File: src/rtl/core/rfid_manchester_frame_receiver_top_assert.svh
// ----------------------------------------------------------------------------
// Assertion macros for the 125 kHz Manchester frame receiver
// Each check samples on the rising edge of clk and is disabled while arst_n
// is low. Defining NO_ASSERTIONS turns every check into nothing.
// ----------------------------------------------------------------------------
`ifndef RFID_MANCHESTER_FRAME_RECEIVER_TOP_ASSERT_SVH
`define RFID_MANCHESTER_FRAME_RECEIVER_TOP_ASSERT_SVH

`ifndef NO_ASSERTIONS

// The condition holds at every clock edge.
`define RMFR_ASSERT_ALWAYS(label, cond, msg) \
	label: assert property (@(posedge clk) disable iff (!arst_n) (cond)) \
		else $error(msg);

// The antecedent implies the consequent in the same cycle.
`define RMFR_ASSERT_IMPLY(label, ante, cons, msg) \
	label: assert property (@(posedge clk) disable iff (!arst_n) (ante) |-> (cons)) \
		else $error(msg);

// The antecedent implies the consequent in the next cycle.
`define RMFR_ASSERT_NEXT(label, ante, cons, msg) \
	label: assert property (@(posedge clk) disable iff (!arst_n) (ante) |=> (cons)) \
		else $error(msg);

`else

`define RMFR_ASSERT_ALWAYS(label, cond, msg)
`define RMFR_ASSERT_IMPLY(label, ante, cons, msg)
`define RMFR_ASSERT_NEXT(label, ante, cons, msg)

`endif

`endif

File: src/rtl/core/rmfr_pkg.sv
// ----------------------------------------------------------------------------
// rmfr_pkg
// Types, codes and the frame check shared by the Manchester frame receiver.
// ----------------------------------------------------------------------------
`default_nettype none

package rmfr_pkg;

	// Input word modes.
	localparam logic [1:0] MODE_START = 2'd0;
	localparam logic [1:0] MODE_EDGE  = 2'd1;
	localparam logic [1:0] MODE_TICK  = 2'd2;

	// Result status codes.
	localparam logic [1:0] STATUS_OK      = 2'd0;
	localparam logic [1:0] STATUS_HEADER  = 2'd1;
	localparam logic [1:0] STATUS_PARITY  = 2'd2;
	localparam logic [1:0] STATUS_TIMEOUT = 2'd3;

	// Configuration register indexes.
	localparam logic CFG_WIDE_THRESHOLD = 1'b0;
	localparam logic CFG_TIMEOUT_TICKS  = 1'b1;

	// Reset values of the configuration registers.
	localparam logic [15:0] WIDE_THRESHOLD_RESET = 16'd40;
	localparam logic [7:0]  TIMEOUT_TICKS_RESET  = 8'd60;

	// Frame layout.
	localparam logic [6:0] FRAME_BITS  = 7'd64;
	localparam int         HEADER_ONES = 9;
	localparam int         ROWS        = 10;
	localparam logic [7:0] TICKS_MAX   = 8'hFF;

	typedef struct packed {
		logic [1:0]  mode;
		logic [15:0] capture_time;
	} in_word_t;

	typedef struct packed {
		logic [1:0]  status;
		logic [39:0] card_id;
		logic [63:0] raw_frame;
		logic [6:0]  bits_received;
	} out_word_t;

	// Classified command passed from the front part to the back part.
	typedef struct packed {
		logic [1:0] kind;
		logic       wide;
	} cmd_t;

	typedef struct packed {
		logic [1:0]  status;
		logic [39:0] card_id;
	} check_t;

	// Header and row parity check of a complete frame, first bit in bit 63.
	function automatic check_t frame_check(input logic [63:0] frame);
		check_t     res;
		logic       head_bad;
		logic       par_bad;
		logic [3:0] nib;
		logic [39:0] id;
		head_bad = 1'b0;
		par_bad  = 1'b0;
		id       = '0;
		for (int i = 0; i < HEADER_ONES; i++) begin
			if (!frame[63 - i])
				head_bad = 1'b1;
		end
		for (int r = 0; r < ROWS; r++) begin
			for (int k = 0; k < 4; k++)
				nib[3 - k] = frame[63 - (HEADER_ONES + 5 * r + k)];
			if (frame[63 - (HEADER_ONES + 5 * r + 4)] != ^nib)
				par_bad = 1'b1;
			id = {id[35:0], nib};
		end
		if (head_bad)
			res.status = STATUS_HEADER;
		else if (par_bad)
			res.status = STATUS_PARITY;
		else
			res.status = STATUS_OK;
		res.card_id = (res.status == STATUS_OK) ? id : '0;
		return res;
	endfunction

endpackage

`default_nettype wire

File: src/rtl/core/rfid_manchester_frame_receiver_top.sv
// ----------------------------------------------------------------------------
// rfid_manchester_frame_receiver_top
// Manchester frame receiver for 125 kHz read-only cards: start, edge and tick
// words in, one status word with card ID and raw frame out per finished or timed-out read attempt.
// ----------------------------------------------------------------------------
// The block takes one input word per clock while full is low; only a finished
// frame or a timeout yields a result word. An accepted word is registered in
// the command queue, and the back part writes any result it yields into the
// result queue, from which it shows on the result ports. The rate is set by
// the back part, which applies one command per cycle to the receiver state
// while the result queue is not full (one subtract and compare for the edge
// interval in the front, one shift and the frame check in the back). Two small
// queues decouple the sides: full rises only when the command queue holds
// CMD_DEPTH words, and the back part pauses only while the result queue is
// full. A start word arms the receiver; edge and tick words are ignored while
// idle. Configuration writes are always ready and take effect at once.
`default_nettype none

module rfid_manchester_frame_receiver_top #(
	parameter int CAPTURE_BITS = 16,
	parameter int CMD_DEPTH    = 2,
	parameter int RES_DEPTH    = 2
) (
	input  wire logic                clk,
	input  wire logic                arst_n,
	input  wire logic                push,
	input  wire rmfr_pkg::in_word_t  item,
	output logic                     full,
	input  wire logic                pop,
	output rmfr_pkg::out_word_t      result,
	output logic                     empty,
	input  wire logic                cfg_valid,
	output logic                     cfg_ready,
	input  wire logic                cfg_index,
	input  wire logic [15:0]         cfg_data
);

	localparam int CmdW = $bits(rmfr_pkg::cmd_t);
	localparam int ResW = $bits(rmfr_pkg::out_word_t);

	logic [15:0]         wide_threshold_q;
	logic [7:0]          timeout_ticks_q;
	logic                cmd_push;
	rmfr_pkg::cmd_t      cmd_in;
	logic                cmd_full;
	logic [CmdW-1:0]     cmd_head;
	logic                cmd_empty;
	logic                cmd_pop;
	logic                res_push;
	rmfr_pkg::out_word_t res_in;
	logic                res_full;
	logic [ResW-1:0]     res_head;

	assign cfg_ready = 1'b1;

	// Configuration registers.
	always_ff @(posedge clk or negedge arst_n) begin
		if (!arst_n) begin
			wide_threshold_q <= rmfr_pkg::WIDE_THRESHOLD_RESET;
			timeout_ticks_q  <= rmfr_pkg::TIMEOUT_TICKS_RESET;
		end else if (cfg_valid && cfg_ready) begin
			unique case (cfg_index)
				rmfr_pkg::CFG_WIDE_THRESHOLD: wide_threshold_q <= cfg_data;
				rmfr_pkg::CFG_TIMEOUT_TICKS:  timeout_ticks_q  <= cfg_data[7:0];
				default: begin
				end
			endcase
		end
	end

	// Front part: accept and classify.
	rmfr_front #(
		.CAPTURE_BITS(CAPTURE_BITS)
	) u_front (
		.clk            (clk),
		.arst_n         (arst_n),
		.push           (push),
		.item           (item),
		.full           (full),
		.wide_threshold (wide_threshold_q),
		.cmd_push       (cmd_push),
		.cmd            (cmd_in),
		.cmd_full       (cmd_full)
	);

	// Command queue between the two parts.
	rmfr_fifo #(
		.WIDTH(CmdW),
		.DEPTH(CMD_DEPTH)
	) u_cmd_fifo (
		.clk    (clk),
		.arst_n (arst_n),
		.push   (cmd_push),
		.din    (cmd_in),
		.full   (cmd_full),
		.pop    (cmd_pop),
		.dout   (cmd_head),
		.empty  (cmd_empty)
	);

	// Back part: receiver state and frame check.
	rmfr_back u_back (
		.clk           (clk),
		.arst_n        (arst_n),
		.cmd_valid     (!cmd_empty),
		.cmd           (rmfr_pkg::cmd_t'(cmd_head)),
		.cmd_pop       (cmd_pop),
		.timeout_ticks (timeout_ticks_q),
		.res_full      (res_full),
		.res_push      (res_push),
		.res           (res_in)
	);

	// Result queue facing the consumer.
	rmfr_fifo #(
		.WIDTH(ResW),
		.DEPTH(RES_DEPTH)
	) u_res_fifo (
		.clk    (clk),
		.arst_n (arst_n),
		.push   (res_push),
		.din    (res_in),
		.full   (res_full),
		.pop    (pop),
		.dout   (res_head),
		.empty  (empty)
	);

	assign result = rmfr_pkg::out_word_t'(res_head);

endmodule

`default_nettype wire

File: src/rtl/core/rmfr_fifo.sv
// ----------------------------------------------------------------------------
// rmfr_fifo
// Small register queue with full and empty flags; the head word is shown
// on dout while empty is low.
// ----------------------------------------------------------------------------
`default_nettype none

module rmfr_fifo #(
	parameter int WIDTH = 8,
	parameter int DEPTH = 2
) (
	input  wire logic             clk,
	input  wire logic             arst_n,
	input  wire logic             push,
	input  wire logic [WIDTH-1:0] din,
	output logic                  full,
	input  wire logic             pop,
	output logic [WIDTH-1:0]      dout,
	output logic                  empty
);

	localparam int PtrW = (DEPTH > 1) ? $clog2(DEPTH) : 1;
	localparam int CntW = $clog2(DEPTH + 1);

	logic [WIDTH-1:0] mem_q [DEPTH];
	logic [PtrW-1:0]  wptr_q;
	logic [PtrW-1:0]  rptr_q;
	logic [CntW-1:0]  count_q;
	logic             do_push;
	logic             do_pop;

	assign full    = (count_q == CntW'(DEPTH));
	assign empty   = (count_q == '0);
	assign do_push = push && !full;
	assign do_pop  = pop && !empty;
	assign dout    = mem_q[rptr_q];

	// Storage; payload needs no reset.
	always_ff @(posedge clk) begin
		if (do_push)
			mem_q[wptr_q] <= din;
	end

	// Pointers and fill count.
	always_ff @(posedge clk or negedge arst_n) begin
		if (!arst_n) begin
			wptr_q  <= '0;
			rptr_q  <= '0;
			count_q <= '0;
		end else begin
			if (do_push)
				wptr_q <= (wptr_q == PtrW'(DEPTH - 1)) ? '0 : wptr_q + 1'b1;
			if (do_pop)
				rptr_q <= (rptr_q == PtrW'(DEPTH - 1)) ? '0 : rptr_q + 1'b1;
			if (do_push && !do_pop)
				count_q <= count_q + 1'b1;
			else if (do_pop && !do_push)
				count_q <= count_q - 1'b1;
		end
	end

endmodule

`default_nettype wire

File: src/rtl/core/rmfr_front.sv
// ----------------------------------------------------------------------------
// rmfr_front
// Accepts input words, measures the interval between demodulator edges and
// classifies each word into a command for the back part.
// ----------------------------------------------------------------------------
`default_nettype none

module rmfr_front #(
	parameter int CAPTURE_BITS = 16
) (
	input  wire logic              clk,
	input  wire logic              arst_n,
	input  wire logic              push,
	input  wire rmfr_pkg::in_word_t item,
	output logic                   full,
	input  wire logic [15:0]       wide_threshold,
	output logic                   cmd_push,
	output rmfr_pkg::cmd_t         cmd,
	input  wire logic              cmd_full
);

	// Only the capture bits that both the port and the timer carry count.
	localparam int CapW = (CAPTURE_BITS < 16) ? CAPTURE_BITS : 16;

	logic [CapW-1:0] prev_capture_q;
	logic [CapW-1:0] now;
	logic [CapW-1:0] interval;
	logic            accept;

	assign full     = cmd_full;
	assign accept   = push && !cmd_full;
	assign now      = item.capture_time[CapW-1:0];
	assign interval = now - prev_capture_q;

	// Unused mode codes are dropped here and never reach the back part.
	assign cmd_push = accept && (item.mode == rmfr_pkg::MODE_START ||
		item.mode == rmfr_pkg::MODE_EDGE || item.mode == rmfr_pkg::MODE_TICK);
	assign cmd.kind = item.mode;
	assign cmd.wide = (16'(interval) > wide_threshold);

	// Previous capture; a start clears it so the first interval counts from zero.
	always_ff @(posedge clk or negedge arst_n) begin
		if (!arst_n) begin
			prev_capture_q <= '0;
		end else if (accept) begin
			if (item.mode == rmfr_pkg::MODE_START)
				prev_capture_q <= '0;
			else if (item.mode == rmfr_pkg::MODE_EDGE)
				prev_capture_q <= now;
		end
	end

endmodule

`default_nettype wire

File: src/rtl/core/rmfr_back.sv
// ----------------------------------------------------------------------------
// rmfr_back
// Carries out classified commands: Manchester bit recovery, frame assembly,
// frame check and timeout, and writes result words.
// ----------------------------------------------------------------------------
`default_nettype none

`include "rfid_manchester_frame_receiver_top_assert.svh"

module rmfr_back (
	input  wire logic            clk,
	input  wire logic            arst_n,
	input  wire logic            cmd_valid,
	input  wire rmfr_pkg::cmd_t  cmd,
	output logic                 cmd_pop,
	input  wire logic [7:0]      timeout_ticks,
	input  wire logic            res_full,
	output logic                 res_push,
	output rmfr_pkg::out_word_t  res
);

	logic        bit_level_q, bit_level_d;
	logic        save_next_q, save_next_d;
	logic [6:0]  bit_count_q, bit_count_d;
	logic [63:0] frame_shift_q, frame_shift_d;
	logic [7:0]  elapsed_q, elapsed_d;
	logic        receiving_q, receiving_d;
	logic        frame_done;
	logic        timed_out;
	logic        store_en;
	logic        bit_val;
	rmfr_pkg::check_t chk;

	// A command is taken only when a result word can be stored.
	assign cmd_pop  = cmd_valid && !res_full;
	assign store_en = cmd.wide || save_next_q;
	assign bit_val  = cmd.wide ? !bit_level_q : bit_level_q;

	// Next state for the command at the head of the queue.
	always_comb begin
		bit_level_d   = bit_level_q;
		save_next_d   = save_next_q;
		bit_count_d   = bit_count_q;
		frame_shift_d = frame_shift_q;
		elapsed_d     = elapsed_q;
		receiving_d   = receiving_q;
		frame_done    = 1'b0;
		timed_out     = 1'b0;
		if (cmd_pop) begin
			unique case (cmd.kind)
				rmfr_pkg::MODE_START: begin
					bit_level_d   = 1'b0;
					save_next_d   = 1'b1;
					bit_count_d   = '0;
					frame_shift_d = '0;
					elapsed_d     = '0;
					receiving_d   = 1'b1;
				end
				rmfr_pkg::MODE_EDGE: begin
					if (receiving_q) begin
						// A wide interval flips the level and restarts the save toggle.
						bit_level_d = bit_val;
						save_next_d = cmd.wide ? 1'b1 : !save_next_q;
						if (store_en && bit_count_q < rmfr_pkg::FRAME_BITS) begin
							frame_shift_d = {frame_shift_q[62:0], bit_val};
							bit_count_d   = bit_count_q + 7'd1;
						end
						if (bit_count_d >= rmfr_pkg::FRAME_BITS) begin
							receiving_d = 1'b0;
							frame_done  = 1'b1;
						end
					end
				end
				rmfr_pkg::MODE_TICK: begin
					if (receiving_q) begin
						if (elapsed_q != rmfr_pkg::TICKS_MAX)
							elapsed_d = elapsed_q + 8'd1;
						if (elapsed_d >= timeout_ticks) begin
							receiving_d = 1'b0;
							timed_out   = 1'b1;
						end
					end
				end
				default: begin
				end
			endcase
		end
	end

	assign chk = rmfr_pkg::frame_check(frame_shift_d);

	// Result word for a finished frame or a timeout.
	always_comb begin
		res_push          = frame_done || timed_out;
		res.status        = frame_done ? chk.status : rmfr_pkg::STATUS_TIMEOUT;
		res.card_id       = frame_done ? chk.card_id : '0;
		res.raw_frame     = frame_shift_d;
		res.bits_received = bit_count_d;
	end

	// Receiver state.
	always_ff @(posedge clk or negedge arst_n) begin
		if (!arst_n) begin
			bit_level_q   <= 1'b0;
			save_next_q   <= 1'b1;
			bit_count_q   <= '0;
			frame_shift_q <= '0;
			elapsed_q     <= '0;
			receiving_q   <= 1'b0;
		end else begin
			bit_level_q   <= bit_level_d;
			save_next_q   <= save_next_d;
			bit_count_q   <= bit_count_d;
			frame_shift_q <= frame_shift_d;
			elapsed_q     <= elapsed_d;
			receiving_q   <= receiving_d;
		end
	end

	// The frame never grows past its length.
	`RMFR_ASSERT_ALWAYS(a_count_bound, bit_count_q <= rmfr_pkg::FRAME_BITS, "bit count past frame")
	// Results come only from an attempt in progress.
	`RMFR_ASSERT_IMPLY(a_result_needs_rx, res_push, receiving_q, "result while idle")
	// A result ends the attempt.
	`RMFR_ASSERT_NEXT(a_result_ends_rx, res_push, !receiving_q, "still receiving after result")
	// A narrow edge with the save toggle clear stores nothing.
	`RMFR_ASSERT_NEXT(a_skip_edge, cmd_pop && cmd.kind == rmfr_pkg::MODE_EDGE && !cmd.wide && !save_next_q && receiving_q, $stable(bit_count_q), "skipped edge stored a bit")

endmodule

`default_nettype wire
File: config.mk
export PLATFORM = sky130hd
export DESIGN_NAME = rfid_manchester_frame_receiver_top
export DESIGN_NICKNAME = d
export VERILOG_FILES = /design/src/rtl/core/rmfr_pkg.sv /design/src/rtl/core/rfid_manchester_frame_receiver_top.sv /design/src/rtl/core/rmfr_fifo.sv /design/src/rtl/core/rmfr_front.sv /design/src/rtl/core/rmfr_back.sv
export VERILOG_INCLUDE_DIRS = /design/src /design/src/rtl/core
export SDC_FILE = /design/constraint.sdc
export NUM_CORES = 1
export LEC_CHECK = 0
export ABC_AREA = 1
export BUFFER_PORTS_ARGS = -buffer_cell sky130_fd_sc_hd__buf_2
export CAP_MARGIN = 20
export CELL_PAD_IN_SITES_DETAIL_PLACEMENT = 1
export CELL_PAD_IN_SITES_GLOBAL_PLACEMENT = 1
export CORE_ASPECT_RATIO = 0.5
export CORE_MARGIN = 1.5
export CORE_UTILIZATION = 42
export DETAILED_ROUTE_END_ITERATION = 10
export PLACE_DENSITY_LB_ADDON = 0.1
export SETUP_SLACK_MARGIN = 0.02
export SYNTH_ARGS = -nofsm -noshare
export SYNTH_HDL_FRONTEND = slang
export SYNTH_SLANG_ARGS = --single-unit
export TNS_END_PERCENT = 100
File: constraint.sdc
create_clock -name clk -period 7.85 [get_ports clk]
set_input_delay 1.1775 -clock clk [delete_from_list [all_inputs] [get_ports clk]]
set_output_delay 1.1775 -clock clk [all_outputs]
set_load 0.01 [all_outputs]
# ---- Yosys cells after proc, flatten, opt, wreduce, memory -nomap -nowiden
# Memories as Yosys holds them, arrays and structs flattened.
# Cells that the tools add are included.
dict set report totals {
  register_bits 130
  mem_bits_rw 232
  wordCells 179
  memories 2
}
dict set report classes {
  n_addsub 11
  n_lt_le_gt_ge 4
  eq_ne 19
  n_mux 74
  n_bitwise 1
  reduce_logical 53
}
# name words word_bits read_ports rd_clocked_by_memory_dff write_ports line
set mem_list {}
lappend mem_list {u_res_fifo.mem_q 2 113 1 0 1 rmfr_fifo.sv:25} ;# logic [WIDTH-1:0] mem_q [DEPTH];
lappend mem_list {u_cmd_fifo.mem_q 2 3 1 0 1 rmfr_fifo.sv:25}
# op n
set op_table {}
lappend op_table {{two-way mux 64 bit} 3}
lappend op_table {{one-hot mux 64 bit (2 select lines)} 1}
lappend op_table {{two-way mux 40 bit} 2}
lappend op_table {{two-way mux 1 bit} 43}
lappend op_table {{two-way mux 7 bit} 6}
lappend op_table {{two-way mux 8 bit} 5}
lappend op_table {{XOR reduction 4 bit} 10}
lappend op_table {{two-way mux 16 bit} 2}
lappend op_table {{greater-than comparator 16 bit} 1}
lappend op_table {{one-hot mux 8 bit (2 select lines)} 1}
lappend op_table {{subtractor 16 bit} 1}
lappend op_table {{two-way mux 2 bit} 7}
lappend op_table {{one-hot mux 7 bit (2 select lines)} 1}
lappend op_table {{logical AND 1 bit} 12}
lappend op_table {{logical NOT 1 bit} 10}
lappend op_table {{logical NOT 2 bit} 5}
lappend op_table {{!= test 1 bit} 10}
lappend op_table {{nonzero test 2 bit} 5}
lappend op_table {{adder 8 x 1 -> 8 bit, second input constant} 1}
lappend op_table {{equality test 2 bit, second input constant} 4}
lappend op_table {{>= comparator 8 bit} 1}
lappend op_table {{!= test 8 bit, second input constant} 1}
lappend op_table {{AND reduction 2 bit} 4}
lappend op_table {{adder 7 x 1 -> 7 bit, second input constant} 1}
lappend op_table {{13 further kinds} 25}

# ---- Logic depth before layout (Yosys ltp)
# Gate-level depths: netlist of the first run.
# An unclocked memory read counts as a cell.
dict set report depth {
  depth_word 24
  ltp_mapped 24
  depth_no_buf 24
}

# ---- Cells and area by module
# From an unflattened synthesis of the first run, not the netlist that was laid out.
dict set report unflattened {
  hier_cells 1947
  hier_area_um2 17564.3
}
# mod instances cells_each area_per_inst_um2 seq_area_each_um2
set by_module_without_submodules {}
lappend by_module_without_submodules {{rmfr_fifo (u_res_fifo)} 1 622 8470.6 6886.6}
lappend by_module_without_submodules {rmfr_back 1 853 5564.1 2053.2}
lappend by_module_without_submodules {rmfr_front 1 317 2001.9 400.4}
lappend by_module_without_submodules {rfid_manchester_frame_receiver_top 1 108 1079.8 608.1}
lappend by_module_without_submodules {{rmfr_fifo (u_cmd_fifo)} 1 47 447.9 280.3}

# ---- Worst setup path after synthesis of the first run
# No wires, ideal clock.
dict set report synth_path {
  kind {reg2reg}
  startpoint {reg u_back.elapsed_q[0]}
  endpoint {mem u_res_fifo.mem_q[1][0] (netlist bit) (enable)}
  t_arrival_ns 6.984
  required_ns 7.260
  slack_ns 0.277
  stages_incl_launch_ff 17
  path_buffers 0
  synth_period_minus_slack_ns 7.573
  cell_sequence {dfrtp_1 > ha_1 > nand2_1 > nor4_1 > nand2_1 > nand2_1 > xor2_1 > inv_1 > ha_1 > nand2_1 > nor2_1 > nand4_1 > o2111ai_1 > nand2_1 > nand2_1 > inv_1 > nor2_1}
}
dict set report synth_between {
  elab_chain_cells 14
  elab_cells_between_ends 15
}
# item line
set synth_lines {}
lappend synth_lines {{from (decl)} rmfr_back.sv:26} ;# logic [7:0] elapsed_q, elapsed_d;
lappend synth_lines {{from (signal assigned)} rmfr_back.sv:115} ;# elapsed_q <= elapsed_d;
lappend synth_lines {{adder 8 x 1 -> 8 bit or != test 8 bit (tied branches)} {rmfr_back.sv:77, rmfr_back.sv:76}}
lappend synth_lines {{two-way mux 8 bit *} rmfr_back.sv:76} ;# if (elapsed_q != rmfr_pkg::TICKS_MAX)
lappend synth_lines {{two-way mux 8 bit *} rmfr_back.sv:75} ;# if (receiving_q) begin
lappend synth_lines {{two-way mux 8 bit *} rmfr_back.sv:50} ;# unique case (cmd.kind)
lappend synth_lines {{two-way mux 8 bit *} rmfr_back.sv:49} ;# if (cmd_pop) begin
lappend synth_lines {{>= comparator 8 bit *} rmfr_back.sv:78} ;# if (elapsed_d >= timeout_ticks) begin
lappend synth_lines {{two-way mux 1 bit *} rmfr_back.sv:78}
lappend synth_lines {{two-way mux 1 bit *} rmfr_back.sv:75}
lappend synth_lines {{two-way mux 1 bit *} rmfr_back.sv:50}
lappend synth_lines {{two-way mux 1 bit *} rmfr_back.sv:49}
lappend synth_lines {{logical OR 1 bit *} rmfr_back.sv:94} ;# res_push = frame_done || timed_out;
lappend synth_lines {{logical AND 1 bit *} rmfr_fifo.sv:34} ;# assign do_push = push && !full;
lappend synth_lines {{via u_res_fifo.do_push} rmfr_fifo.sv:29} ;# logic do_push;
lappend synth_lines {{two-way mux 1 bit *} rmfr_fifo.sv:40} ;# if (do_push)
lappend synth_lines {{two-way mux 1 bit (implied by the code) *} rmfr_fifo.sv:41} ;# mem_q[wptr_q] <= din;
lappend synth_lines {{to (decl)} rmfr_fifo.sv:25}
# Mark *: on every way through the listed nets, which the timed path passes. The rest lies on a longest branch. The select of a mux whose other input is x is not followed.

==> out/metrics.yaml, run 1 <==
sta:
  period_minus_slack_ns: 4.80
  max_freq_mhz: 208
  hold_violations: 0
  setup_viol: 0
  tns_ns: 0
  period_share_pct: 61.1
  slew_viol_final: 0
  finClkSkew_ns: 0.0333
  slew_headroom_pct: 28.3
  worst_slew_pin_slew_ns: 1.07
  rsz0062_at_grt: "no"
clock_network:
  cts_tree: "done"
  cts_sinks: 362
  clockBufferDepth: 3
  clkTransAtPathRegs_ns: 0.06
  cts_made_buffers: 36
  cts_root_buffer: "clkbuf_16"
  postCtsHoldBufs: 0
  htree_levels: 2
  post_cts_resized: 0
  insertion_delay_ns: 0.55
  postCtsSetupBuffers: 0
grt:
  antenna_found_initial: 0
  grt_use_total_pct: 21.3
  grt_pass1_wl_um: 67600
  overflow: 0
  grt_pass1_vias: 12900
  grt_max_degree: 83
setup_path:
  crit_buf_inv: 6
  worstSetupEndpointType: "flop"
  arrival_ns: 5.04
  criticalPathCategory: "reg2reg"
  crit_required_ns: 8.09
  cp_slowest_cell: "nand2_2"
  cp_common_cell: "nand2_1"
  r2r-start: "u_cmd_fifo.rptr_q$_DFFE_PN0P_"
  cpLargestDelayFamily: "simple AND/OR/NAND/NOR gates"
  crit_chain: "inv_2, or2_2, o21ai_0, inv_1, ha_1, o211ai_4, inv_2, nand2_2, nand2_1, nand2_1, inv_1, nand2_1, nand2_1, nand2_1, nand3_1, nand2_1, inv_2, nand2_1, nor2_1, nand4_1, buf_4, nor2_1"
  cpPeakStageDelay_ns: 0.77
  cp-startpoint: "u_cmd_fifo.rptr_q$_DFFE_PN0P_"
  crit_path_max_fanout: 47
  start_kind: "flop"
synthesis:
  synth_cell_types: 49
  synth_seq_area_share_pct: 62.5
  synth_area_per_cell_um2: 9.72
  synth_area_leaders: "edfxtp_1, dfrtp_1, nand2_1"
  netlist_area_mm2: 0.0164
  synth_edf_count: 232
  synthArstFlopShare_pct: 35.9
  synthCells: 1684
  ys.warnings.count: 0
  synth-seq-cells: 362
  synthFlopType: "edfxtp_1"
  syn_nets: 1772
  synth_top_area_share_pct: 42.6
  yosys.area.top_type: "edfxtp_1"
power_and_ir_drop:
  total_power_mw: 6.37
  p_per_area_mw_per_mm2: 339
  p_leak_nw: 8.41
  peakVddDrop_uv: 182
placed_design:
  place_congestion: 0.792
  numPortBuffers: 154
  dpl.hpwl_um: 27500
routing:
  via_count: 11900
  drt-pass1-iter-count: 5
  routed_wl_um: 41400
  routedWlPerCell_um: 17.4
  vias_per_cell: 5.00
  final_antenna_net_count: 0
  drc: 0
  drtIter0Drc: 552
cells_and_area:
  layout-drive-gt1-share_pct: 14.3
  antennaDiodeCount: 0
  finalNetCount: 1920
  syn2layout_area_growth_pct: 14.8
worst_hold_path:
  hp-class: "reg2reg"
  hold_path_startpoint: "wide_threshold_q[1]$_DFFE_PN0P_"
floorplanning:
  die_w_um: 282
  coreArea_mm2: 0.0379
  die-area_mm2: 0.0402
  die_h_um: 143
  start_util_pct: 43.2
  std_cell_rows: 50
  boundaryPins: 156
run:
  cap_viol_max_count: 0
outcome:
  status: "finished clean"
-- state kept, by name, indices dropped and copies added, names as in the netlist, 2 cells and up --
signal and count:
u_res_fifo.mem_q 226, u_back.frame_shift_q 64, u_front.prev_capture_q 16, wide_threshold_q 16, timeout_ticks_q 8, u_back.elapsed_q 8
u_back.bit_count_q 7, u_cmd_fifo.mem_q 6, u_cmd_fifo.count_q 2, u_res_fifo.count_q 2
-- cell usage in the layout (no fill, tap or decap), types with 6 or more instances in the layout --
cell / Yosys / routed
nand2_2: 7 / 8
nand4_1: 9 / 9
nand2_1: 615 / 614
clkbuf_16: 0 / 36
edfxtp_1: 232 / 232
nor3_1: 6 / 6
buf_2: 11 / 153
clkbuf_1: 29 / 14
xnor2_1: 12 / 12
inv_2: 16 / 16
ha_1: 47 / 47
nor2_1: 102 / 100
nand3_1: 57 / 57
inv_1: 186 / 186
dfstp_2: 7 / 7
dfrtp_1: 123 / 122
xor2_1: 18 / 18
a21oi_1: 55 / 55
o21ai_0: 62 / 62
o22ai_1: 18 / 18
o21ai_1: 11 / 11
buf_4: 4 / 10
-- metrics by stage --
step | util, % | worst slack (ns) | cell area (um^2) | std cells | hold WS, ns
6_report | 49.6 | 3.05 | 18800 | 2379 | 0.490
5_1_grt | 49.6 | 2.67 | 18800 | 2379 | 0.517
4_1_cts | 49.6 | 3.05 | 18800 | 2379 | 0.495
3_5_place_dp | 46.5 | 3.13 | 17600 | 2314 | 0.480
3_3_place_gp | 46.5 | 3.29 | 17600 | 2314 | 0.473
2_1_floorplan | - | 0.277 | 16400 | 1684 | 0.453
-- path summary, 6_finish.rpt --
| check | to | slack [ns] | cells after the start |
|---|---|---|---|
| setup / recovery | u_res_fifo.mem_q[1][103]$_DFFE_PP_ | 3.05 | 22 |
| hold / removal | wide_threshold_q[1]$_DFFE_PN0P_ | 0.49 | 2 |
| setup reg to reg | u_res_fifo.mem_q[1][103]$_DFFE_PP_ | 3.05 | 22 |
| hold reg to reg | wide_threshold_q[1]$_DFFE_PN0P_ | 0.49 | 2 |
| max in group asynchronous | u_res_fifo.rptr_q$_DFFE_PN0P_ | 5.83 | 2 |
| min in group asynchronous | timeout_ticks_q[0]$_DFFE_PN0P_ | 0.70 | 1 |
-- layout make-up --
cell class | count | area [um^2]
multi-input cells | 1063 | 5120
flip-flops and latches | 362 | 10200
inverters | 205 | 771
clock buffers | 55 | 1020
repair buffers | 164 | 852
well taps | 520 | 651
clock inverters | 10 | 141
fillers | 4336 | 19100
-- kinds of logic (layout without fill, tap and decap cells) --
group                    count (synthesis)  count (layout)  share of synthesized area, %
AND/OR/NAND/NOR                        806             806                          19.5
other                                    1               1                        0.0229
buffers and inverters                  259             434                          6.34
adder cells (fa/ha/maj)                 48              48                          3.72
flip-flops                             362             362                          62.5
multiplexers                             1               1                        0.0688
XOR/XNOR                                30              30                          1.61
AO/OA/AOI/OAI                          177             177                          6.30
-- per-layer routing --
metal | track usage, % | up-vias | wire length, um
li1 | - | 5746 | -
met4 | 4.84 | 0 | 653
met3 | 3.96 | 55 | 1580
met2 | 38.6 | 166 | 21000
met1 | 26.6 | 5935 | 18200
met5 | 0 | - | 0
-- synthesized netlist by cell type (3+ instances only) --
| cell | number |
|---|---|
| a22oi_2 | 3 |
| o31ai_1 | 3 |
| xor2_1 | 18 |
| inv_2 | 16 |
| o21ai_1 | 11 |
| nand4_1 | 9 |
| edfxtp_1 | 232 |
| clkinv_1 | 3 |
| a31oi_1 | 4 |
| nor3_1 | 6 |
| nand2_2 | 7 |
| buf_2 | 11 |
| o22ai_1 | 18 |
| nor2_1 | 102 |
| dfstp_2 | 7 |
| xnor2_1 | 12 |
| ha_1 | 47 |
| o21ai_2 | 3 |
| nand3_1 | 57 |
| o21ai_0 | 62 |
| buf_1 | 5 |
| nand2_1 | 615 |
| a21oi_1 | 55 |
| dfrtp_1 | 123 |
| inv_1 | 186 |
| buf_4 | 4 |
| buf_6 | 5 |
| clkbuf_1 | 29 |
| a22oi_1 | 5 |
-- worst register-to-register path, cell delays in order, from the launching register on --
cell and delay (ns):
dfrtp_1 0.39, inv_2 0.07, or2_2 0.26, o21ai_0 0.15, inv_1 0.13, ha_1 0.37, o211ai_4 0.39, inv_2 0.10
nand2_2 0.77, nand2_1 0.12, nand2_1 0.21, inv_1 0.13, nand2_1 0.10, nand2_1 0.05, nand2_1 0.09, nand3_1 0.20
nand2_1 0.13, inv_2 0.03, nand2_1 0.05, nor2_1 0.05, nand4_1 0.08, buf_4 0.48, nor2_1 0.16
-- report_power, final --
part	internal, mW	total, mW	switching [mW]
sequential	2.22	2.35	0.127
clock	1.00	1.75	0.743
combinational	0.701	2.27	1.57
total	3.93	6.37	2.44
Note: power is estimated with default switching activity, not from simulation.
==> inputs of run 2 (changes only) <==
--- a/config.mk
+++ b/config.mk
@@ -6,14 +6,14 @@
 export SDC_FILE = /design/constraint.sdc
 export NUM_CORES = 1
 export LEC_CHECK = 0
-export ABC_AREA = 1
+export ABC_AREA = 0
 export BUFFER_PORTS_ARGS = -buffer_cell sky130_fd_sc_hd__buf_2
 export CAP_MARGIN = 20
 export CELL_PAD_IN_SITES_DETAIL_PLACEMENT = 1
 export CELL_PAD_IN_SITES_GLOBAL_PLACEMENT = 1
 export CORE_ASPECT_RATIO = 0.5
 export CORE_MARGIN = 1.5
-export CORE_UTILIZATION = 42
+export CORE_UTILIZATION = 44
 export DETAILED_ROUTE_END_ITERATION = 10
 export PLACE_DENSITY_LB_ADDON = 0.1
 export SETUP_SLACK_MARGIN = 0.02
==> constraint.sdc (replaced) <==
create_clock -name clk -period 4 [get_ports clk]
set_input_delay 0.6 -clock clk [delete_from_list [all_inputs] [get_ports clk]]
set_output_delay 0.6 -clock clk [all_outputs]
set_load 0.01 [all_outputs]
==> run 2 against run 1 <==
Setup slack worse by 2.8 ns. Area after synthesis down 1.2%. Utilization rose by 3.0 points. Critical path type unchanged. Clock skew is 0.015 ns lower. Critical path depth is 9 lower. Fmax is 29% higher. Clock-buffer cell count down 6. Synthesized cell count shrank 31%. Cell area up 0.77%. Sequential share of layout area shrank 0.41 points. Critical endpoint is now u_res_fifo.mem_q[1][77]$_DFFE_PP_. Worst hold slack lost 0.22 ns.
==> out/metrics.yaml, run 2 <==
outcome:
  status: "finished clean"
sta:
  hold_violations: 0  # unchanged
  setup_viol: 0  # unchanged
  slew_viol_final: 0  # unchanged
  rsz0062_at_grt: "no"
  slew_headroom_pct: 55.6  # +27 points
  finClkSkew_ns: 0.0179  # -0.0154 ns
  setup_slack_ns: 0.288  # -2.76 ns
  period_minus_slack_ns: 3.71  # -1.09 ns
  worst_slew_pin_slew_ns: 0.664  # -0.408 ns
  whs_ns: 0.273  # -0.217 ns
  max_freq_mhz: 269  # +29%
  period_share_pct: 92.8  # +32 points
  tns_ns: 0  # unchanged
routing:
  drc: 0  # unchanged
  routed_wl_um: 35600  # -14%
  final_antenna_net_count: 0  # unchanged
  drt-pass1-iter-count: 4  # -1
  vias_per_cell: 5.40  # +7.9%
  drtIter0Drc: 445  # -19%
  via_count: 9886  # -17%
  routedWlPerCell_um: 19.4  # +12%
grt:
  grt_pass1_wl_um: 57800  # -15%
  overflow: 0  # unchanged
  grt_use_total_pct: 19.1  # -2.2 points
  antenna_found_initial: 0  # unchanged
  grt_max_degree: 109  # +31%
  grt_pass1_vias: 10600  # -18%
floorplanning:
  boundaryPins: 156  # unchanged
  die-area_mm2: 0.0380  # -5.6%
  start_util_pct: 44.9  # +1.7 points
  std_cell_rows: 49  # -2.0%
  coreArea_mm2: 0.0360  # -4.9%
  die_w_um: 274  # -2.9%
  die_h_um: 139  # -2.8%
setup_path:
  r2r-end: "u_res_fifo.mem_q[1][77]$_DFFE_PP_"
  rr_worst_depth: 13  # -41%
  cp-startpoint: "u_cmd_fifo.rptr_q$_DFFE_PN0P_"
  start_kind: "flop"
  crit_required_ns: 4.35  # -3.74 ns
  crit_path_max_fanout: 26  # -45%
  arrival_ns: 4.06  # -0.98 ns
  worstSetupEndpointType: "flop"
  reg2reg_slack_ns: 0.29  # -2.76 ns
  r2r-start: "u_cmd_fifo.rptr_q$_DFFE_PN0P_"
  criticalPathCategory: "reg2reg"
worst_hold_path:
  holdPathEnd: "wide_threshold_q[12]$_DFFE_PN0P_"
  hold_path_startpoint: "cfg_data[12]"
  hp-class: "in2reg"
  hold_depth: 3  # +1
synthesis:
  synth-seq-cells: 362  # unchanged
  yosys.area.top_type: "edfxtp_1"
  netlist_top_cells_count: "edfxtp_1, mux2_2, dfrtp_1"
  synth_top_area_share_pct: 43.1  # +0.52 points
  synth_area_leaders: "edfxtp_1, dfrtp_1, mux2_2"
  synth_area_per_cell_um2: 14.0  # +44%
  synthFlopType: "edfxtp_1"
  synthArstFlopShare_pct: 35.9  # unchanged
  netlist_area_mm2: 0.0162  # -1.2%
  synth_seq_area_share_pct: 63.3  # +0.76 points
  synth_cell_types: 72  # +47%
  yosysMostFrequentCell: "edfxtp_1"
  synthCells: 1154  # -31%
  syn_nets: 1242  # -30%
  synth_edf_count: 232  # unchanged
  ys.warnings.count: 0  # unchanged
cells_and_area:
  largest_reg_flops: 226  # unchanged
  syn2layout_area_growth_pct: 17.1
  final_common_cell: "edfxtp_1"
  n_fill_cell: 3574  # -18%
  top_regs: "u_res_fifo.mem_q (226), u_back.frame_shift_q (64)"
  layout-drive-gt1-share_pct: 32.3  # +18 points
  finalNetCount: 1411  # -27%
  fin_util_pct: 52.5  # +3.0 points
  regMostFlops: "u_res_fifo.mem_q"
  antennaDiodeCount: 0  # unchanged
  layout_common_cells: "edfxtp_1, buf_2, mux2_2, dfrtp_1, nand2_1"
clock_network:
  cts_made_buffers: 35  # -2.8%
  cts_root_buffer: "clkbuf_16"
  htree_levels: 2  # unchanged
  cts_sinks: 362  # unchanged
  postCtsSetupBuffers: 0  # unchanged
  clockBufferDepth: 3  # unchanged
  cts_tree: "done"
  insertion_delay_ns: 0.53  # -0.02 ns
  clkTransAtPathRegs_ns: 0.07  # about the same
placed_design:
  place_ws_ns: -0.0107  # -3.14 ns
  numPortBuffers: 154  # unchanged
  dpl.hpwl_um: 23700  # -14%
  place_congestion: 0.784  # -1.1%
power_and_ir_drop:
  p_leak_nw: 7.60  # -9.7%
  p_per_area_mw_per_mm2: 629  # +85%
  peakVddDrop_uv: 277  # +52%
run:
  cap_viol_max_count: 0  # unchanged
[run 2: worst max-delay path by stage]
| stage | depth (start not counted) | endpoint | slack, ns |
|---|---|---|---|
| 2_1_floorplan | 14 | u_res_fifo.mem_q[0][0]$_DFFE_PP_ | -0.51 |
| 3_3_place_gp | 20 | u_cmd_fifo.mem_q[0][0]$_DFFE_PP_ | 0.01 |
| 3_5_place_dp | 20 | u_cmd_fifo.mem_q[0][0]$_DFFE_PP_ | -0.01 |
| 4_1_cts | 14 | u_res_fifo.mem_q[1][77]$_DFFE_PP_ | 0.09 |
| 5_1_grt | 14 | u_res_fifo.mem_q[1][77]$_DFFE_PP_ | 0.02 |
| 6_report | 13 | u_res_fifo.mem_q[1][77]$_DFFE_PP_ | 0.29 |
[run 2: layout make-up]
cell class / count / area (um^2) / area share, %
Sequential cell: 362 / 10200 / 54.0
Tap cell: 484 / 606 / 3.20
Timing Repair Buffer: 185 / 1140 / 6.00
Clock inverter: 13 / 146 / 0.773
Inverter: 48 / 180 / 0.952
Clock buffer: 49 / 1040 / 5.50
Multi-Input combinational cell: 691 / 5590 / 29.5
[run 2: logic make-up after synthesis]
| kind of cell | after synthesis | synth area share [%] |
|---|---|---|
| buf+inv | 102 | 2.81 |
| simple gates | 233 | 8.08 |
| xor+xnor | 60 | 3.30 |
| fa+ha+maj | 48 | 3.76 |
| other cells | 1 | 0.0232 |
| mux | 135 | 9.43 |
| flops | 362 | 63.3 |
| compound gates | 213 | 9.35 |
[run 2: timing repair]
item	4_1_cts	5_1_grt
hold buffers	0	1
gates resized for setup	0	6
hold endpoints to repair	0	26
endpoints found under the setup margin	0	106
[run 2: metrics by stage]
step                      cell area (um^2)  total power, mW  std cells
after detailed placement             17700             8.61       1767
after floorplan                      16200             7.20       1154
after CTS                            18900             12.1       1829
final                                18900             11.9       1832
after global routing                 18900             12.6       1832
after global placement               17700             8.52       1767
[run 2: critical path: stages (launching register included)]
cell	delay (ns)
dfrtp_1	0.42
mux2i_1	0.33
inv_1	0.11
ha_1	0.27
nand2_1	0.15
nor3_4	0.08
a21oi_4	0.31
buf_12	0.20
buf_4	0.27
a22oi_1	0.12
or4_1	0.56
nand4b_4	0.24
buf_6	0.25
nor2b_1	0.22
[run 2: where the power goes]
part | switching, mW | total [mW] | leakage [nW] | internal [mW]
Clock | 1.39 | 3.40 | 0.584 | 2.02
Sequential | 0.176 | 4.40 | 3.91 | 4.22
Combinational | 2.25 | 4.11 | 3.11 | 1.86
[run 2: routing by layer]
metal / up-vias / wire length, um / track usage, %
li1: 4615 / - / -
met3: 50 / 1600 / 3.29
met5: - / 0 / 0
met2: 149 / 17900 / 33.0
met4: 0 / 448 / 3.79
met1: 5072 / 15700 / 25.5
==> inputs of run 3 (changes only) <==
--- a/config.mk
+++ b/config.mk
@@ -13,7 +13,8 @@
 export CELL_PAD_IN_SITES_GLOBAL_PLACEMENT = 1
 export CORE_ASPECT_RATIO = 0.5
 export CORE_MARGIN = 1.5
-export CORE_UTILIZATION = 44
+export CORE_UTILIZATION = 51
+export CTS_BUF_LIST = sky130_fd_sc_hd__clkbuf_8
 export DETAILED_ROUTE_END_ITERATION = 10
 export PLACE_DENSITY_LB_ADDON = 0.1
 export SETUP_SLACK_MARGIN = 0.02
==> constraint.sdc (replaced) <==
create_clock -name clk -period 3.56 [get_ports clk]
set_input_delay 0.534 -clock clk [delete_from_list [all_inputs] [get_ports clk]]
set_output_delay 0.534 -clock clk [all_outputs]
set_load 0.01 [all_outputs]
==> run 3 against run 2 <==
The flow now finishes with violations (negative setup slack). Power rose by 13%. Clock power rose by 4%. Cell area rose by 1.7%. Clock-buffer cell count rose by 12. Cell count rose by 0.16%. Global-route usage rose by 4.4 points. Worst hold slack got worse by 0.13 ns. Sequential power rose by 13%. Via count rose by 4.1%. Critical endpoint is now u_res_fifo.mem_q[0][91]$_DFFE_PP_.
==> out/metrics.yaml, run 3 (synthesized netlist as in run 2, its figures left out) <==
sta:
  whs_ns: 0.141  # -0.133 ns
  rsz0062_at_grt: "yes"
  slew_viol_final: 0  # unchanged
  max_freq_mhz: 280  # +3.8%
  period_minus_slack_ns: 3.58  # -0.136 ns
  worst_slew_pin_slew_ns: 0.831  # +0.167 ns
  slew_headroom_pct: 44.6  # -11 points
  finClkSkew_ns: 0.0153  # -0.00261 ns
  setup_slack_ns: -0.0168  # -0.304 ns
  period_share_pct: 100  # +7.7 points
  setup_viol: 4  # +4
  hold_violations: 0  # unchanged
  tns_ns: -0.0559  # -0.0559 ns
floorplanning:
  std_cell_rows: 45  # -8.2%
  die_h_um: 129  # -7.0%
  coreArea_mm2: 0.0307  # -15%
  start_util_pct: 52.6  # +7.7 points
  die-area_mm2: 0.0328  # -14%
  boundaryPins: 156  # unchanged
  die_w_um: 255  # -7.0%
cells_and_area:
  regMostFlops: "u_res_fifo.mem_q"
  layout-drive-gt1-share_pct: 36.8  # +4.5 points
  antennaDiodeCount: 0  # unchanged
  top_regs: "u_res_fifo.mem_q (226), u_back.frame_shift_q (64)"
  finalNetCount: 1457  # +3.3%
  layout_common_cells: "edfxtp_1, buf_2, mux2_2, dfrtp_1, nand2_1"
  multi_input_area_mm2: 0.00576  # +3.1%
  largest_reg_flops: 226  # unchanged
  regArea_mm2: 0.0102  # about the same
  final_cell_count_no_fill: 1835  # +0.16%
  final_common_cell: "edfxtp_1"
  n_fill_cell: 3027  # -15%
  syn2layout_area_growth_pct: 19.1
placed_design:
  place_congestion: 0.839  # +7.1%
  dpl.hpwl_um: 25400  # +7.4%
  placedCellCount: 1727  # -2.3%
  numPortBuffers: 154  # unchanged
  place_ws_ns: -0.427  # -0.416 ns
grt:
  grt_max_degree: 81  # -26%
  grt_use_total_pct: 23.5  # +4.4 points
  grt_pass1_vias: 11200  # +5.7%
  overflow: 0  # unchanged
  antenna_found_initial: 1  # +1
  grt_pass1_wl_um: 60300  # +4.4%
worst_hold_path:
  hp-class: "in2reg"
power_and_ir_drop:
  sw_frac_of_total_pct: 33.5  # +1.5 points
  pwr-share-seq_pct: 37.2  # +0.3 points
  p_switching_mw: 4.49  # +18%
  clkPwrFrac_pct: 26.5  # -2.1 points
  peakVddDrop_uv: 390  # +41%
  p_per_area_mw_per_mm2: 696  # +11%
  total_power_mw: 13.4  # +13%
  combPwrFrac_pct: 36.3  # +1.8 points
  p_leak_nw: 7.86  # +3.5%
  power.internal_mw: 8.92  # +10%
setup_path:
  crit_path_max_fanout: 22  # -15%
  crit_required_ns: 4.00  # -0.35 ns
  worstSetupEndpointType: "flop"
  criticalPathCategory: "reg2reg"
  arrival_ns: 4.01  # -0.05 ns
  reg2reg_slack_ns: -0.02  # -0.30 ns
  start_kind: "flop"
clock_network:
  insertion_delay_ns: 0.60  # +0.07 ns
  cts_root_buffer: "clkbuf_8"
  cts_made_buffers: 51  # +46%
  cts_sinks: 362  # unchanged
  htree_levels: 2  # unchanged
  clkTransAtPathRegs_ns: 0.07  # about the same
  clockBufferDepth: 3  # unchanged
  cts_tree: "done"
outcome:
  status: "finished, violations left"
  failed_checks: "negative setup slack"
routing:
  drt-pass1-iter-count: 5  # +1
  vias_per_cell: 5.61  # +3.9%
  drtIter0Drc: 441  # -0.90%
  routedWlPerCell_um: 20.6  # +6.2%
  drc: 0  # unchanged
  via_count: 10300  # +4.1%
  routed_wl_um: 37900  # +6.3%
  final_antenna_net_count: 0  # unchanged
run:
  cap_viol_max_count: 0  # unchanged
-- run 3: power groups by stage --
stage	logic, mW	clock network [mW]	registers [mW]
after floorplan	3.16	0	4.93
after global placement	4.56	0	5.05
after detailed placement	4.70	0	5.07
after CTS	4.80	3.65	4.99
after global routing	5.31	3.81	5.03
final	4.87	3.55	4.99
-- run 3: worst paths after layout --
check,start,endpoint,cells after the start
worst max-delay path,u_cmd_fifo.rptr_q$_DFFE_PN0P_,u_res_fifo.mem_q[0][91]$_DFFE_PP_,13
worst min-delay path,cfg_data[13],wide_threshold_q[13]$_DFFE_PN0P_,3
worst max register to register,u_cmd_fifo.rptr_q$_DFFE_PN0P_,u_res_fifo.mem_q[0][91]$_DFFE_PP_,13
worst min register to register,u_front.prev_capture_q[0]$_DFFE_PN0P_,u_front.prev_capture_q[0]$_DFFE_PN0P_,2
max in group asynchronous,arst_n,timeout_ticks_q[4]$_DFFE_PN1P_,3
min in group asynchronous,arst_n,timeout_ticks_q[1]$_DFFE_PN0P_,2
-- run 3: routing by layer --
metal	up-vias	wire length [um]	GRT usage [%]
met1	5287	16300	30.2
met5	-	13	0
met2	208	19300	40.8
met3	68	1560	4.73
li1	4723	-	-
met4	2	753	6.65
-- run 3: what timing repair did --
item	in CTS	in global routing
hold endpoints to repair	16	0
hold buffers	1	0
cloned	0	0
resized for setup	19	33
endpoints found under the setup margin	240	301
setup buffers	2	9
pin swaps	6	21
-- run 3: final cells by class --
type | instances | share of cell area [%]
multi-input combinational | 690 | 29.9
clock inverter | 35 | 1.46
clock buffer | 61 | 4.36
inverter | 48 | 0.935
sequential | 362 | 53.1
timing repair buffer | 216 | 7.44
tap | 423 | 2.75
-- run 3: critical path, stage by stage (launching register included) --
cell and delay (ns):
dfrtp_2 0.42, mux2i_2 0.24, ha_2 0.24, nand2_1 0.11, nor3_4 0.33, buf_6 0.21
a21oi_4 0.10, a221oi_2 0.35, a21oi_2 0.10, or3_1 0.44, a211oi_4 0.29, nand4b_4 0.17
buf_12 0.21, nor2b_2 0.17
-- run 3: metrics by stage --
| stage | instance area, um^2 | utilization, % |
|---|---|---|
| detailed placement | 17800 | 58.0 |
| finish | 19300 | 62.6 |
| global placement | 17800 | 58.0 |
| global route | 19300 | 62.6 |
| CTS | 19000 | 61.9 |
| floorplan | 16200 | - |
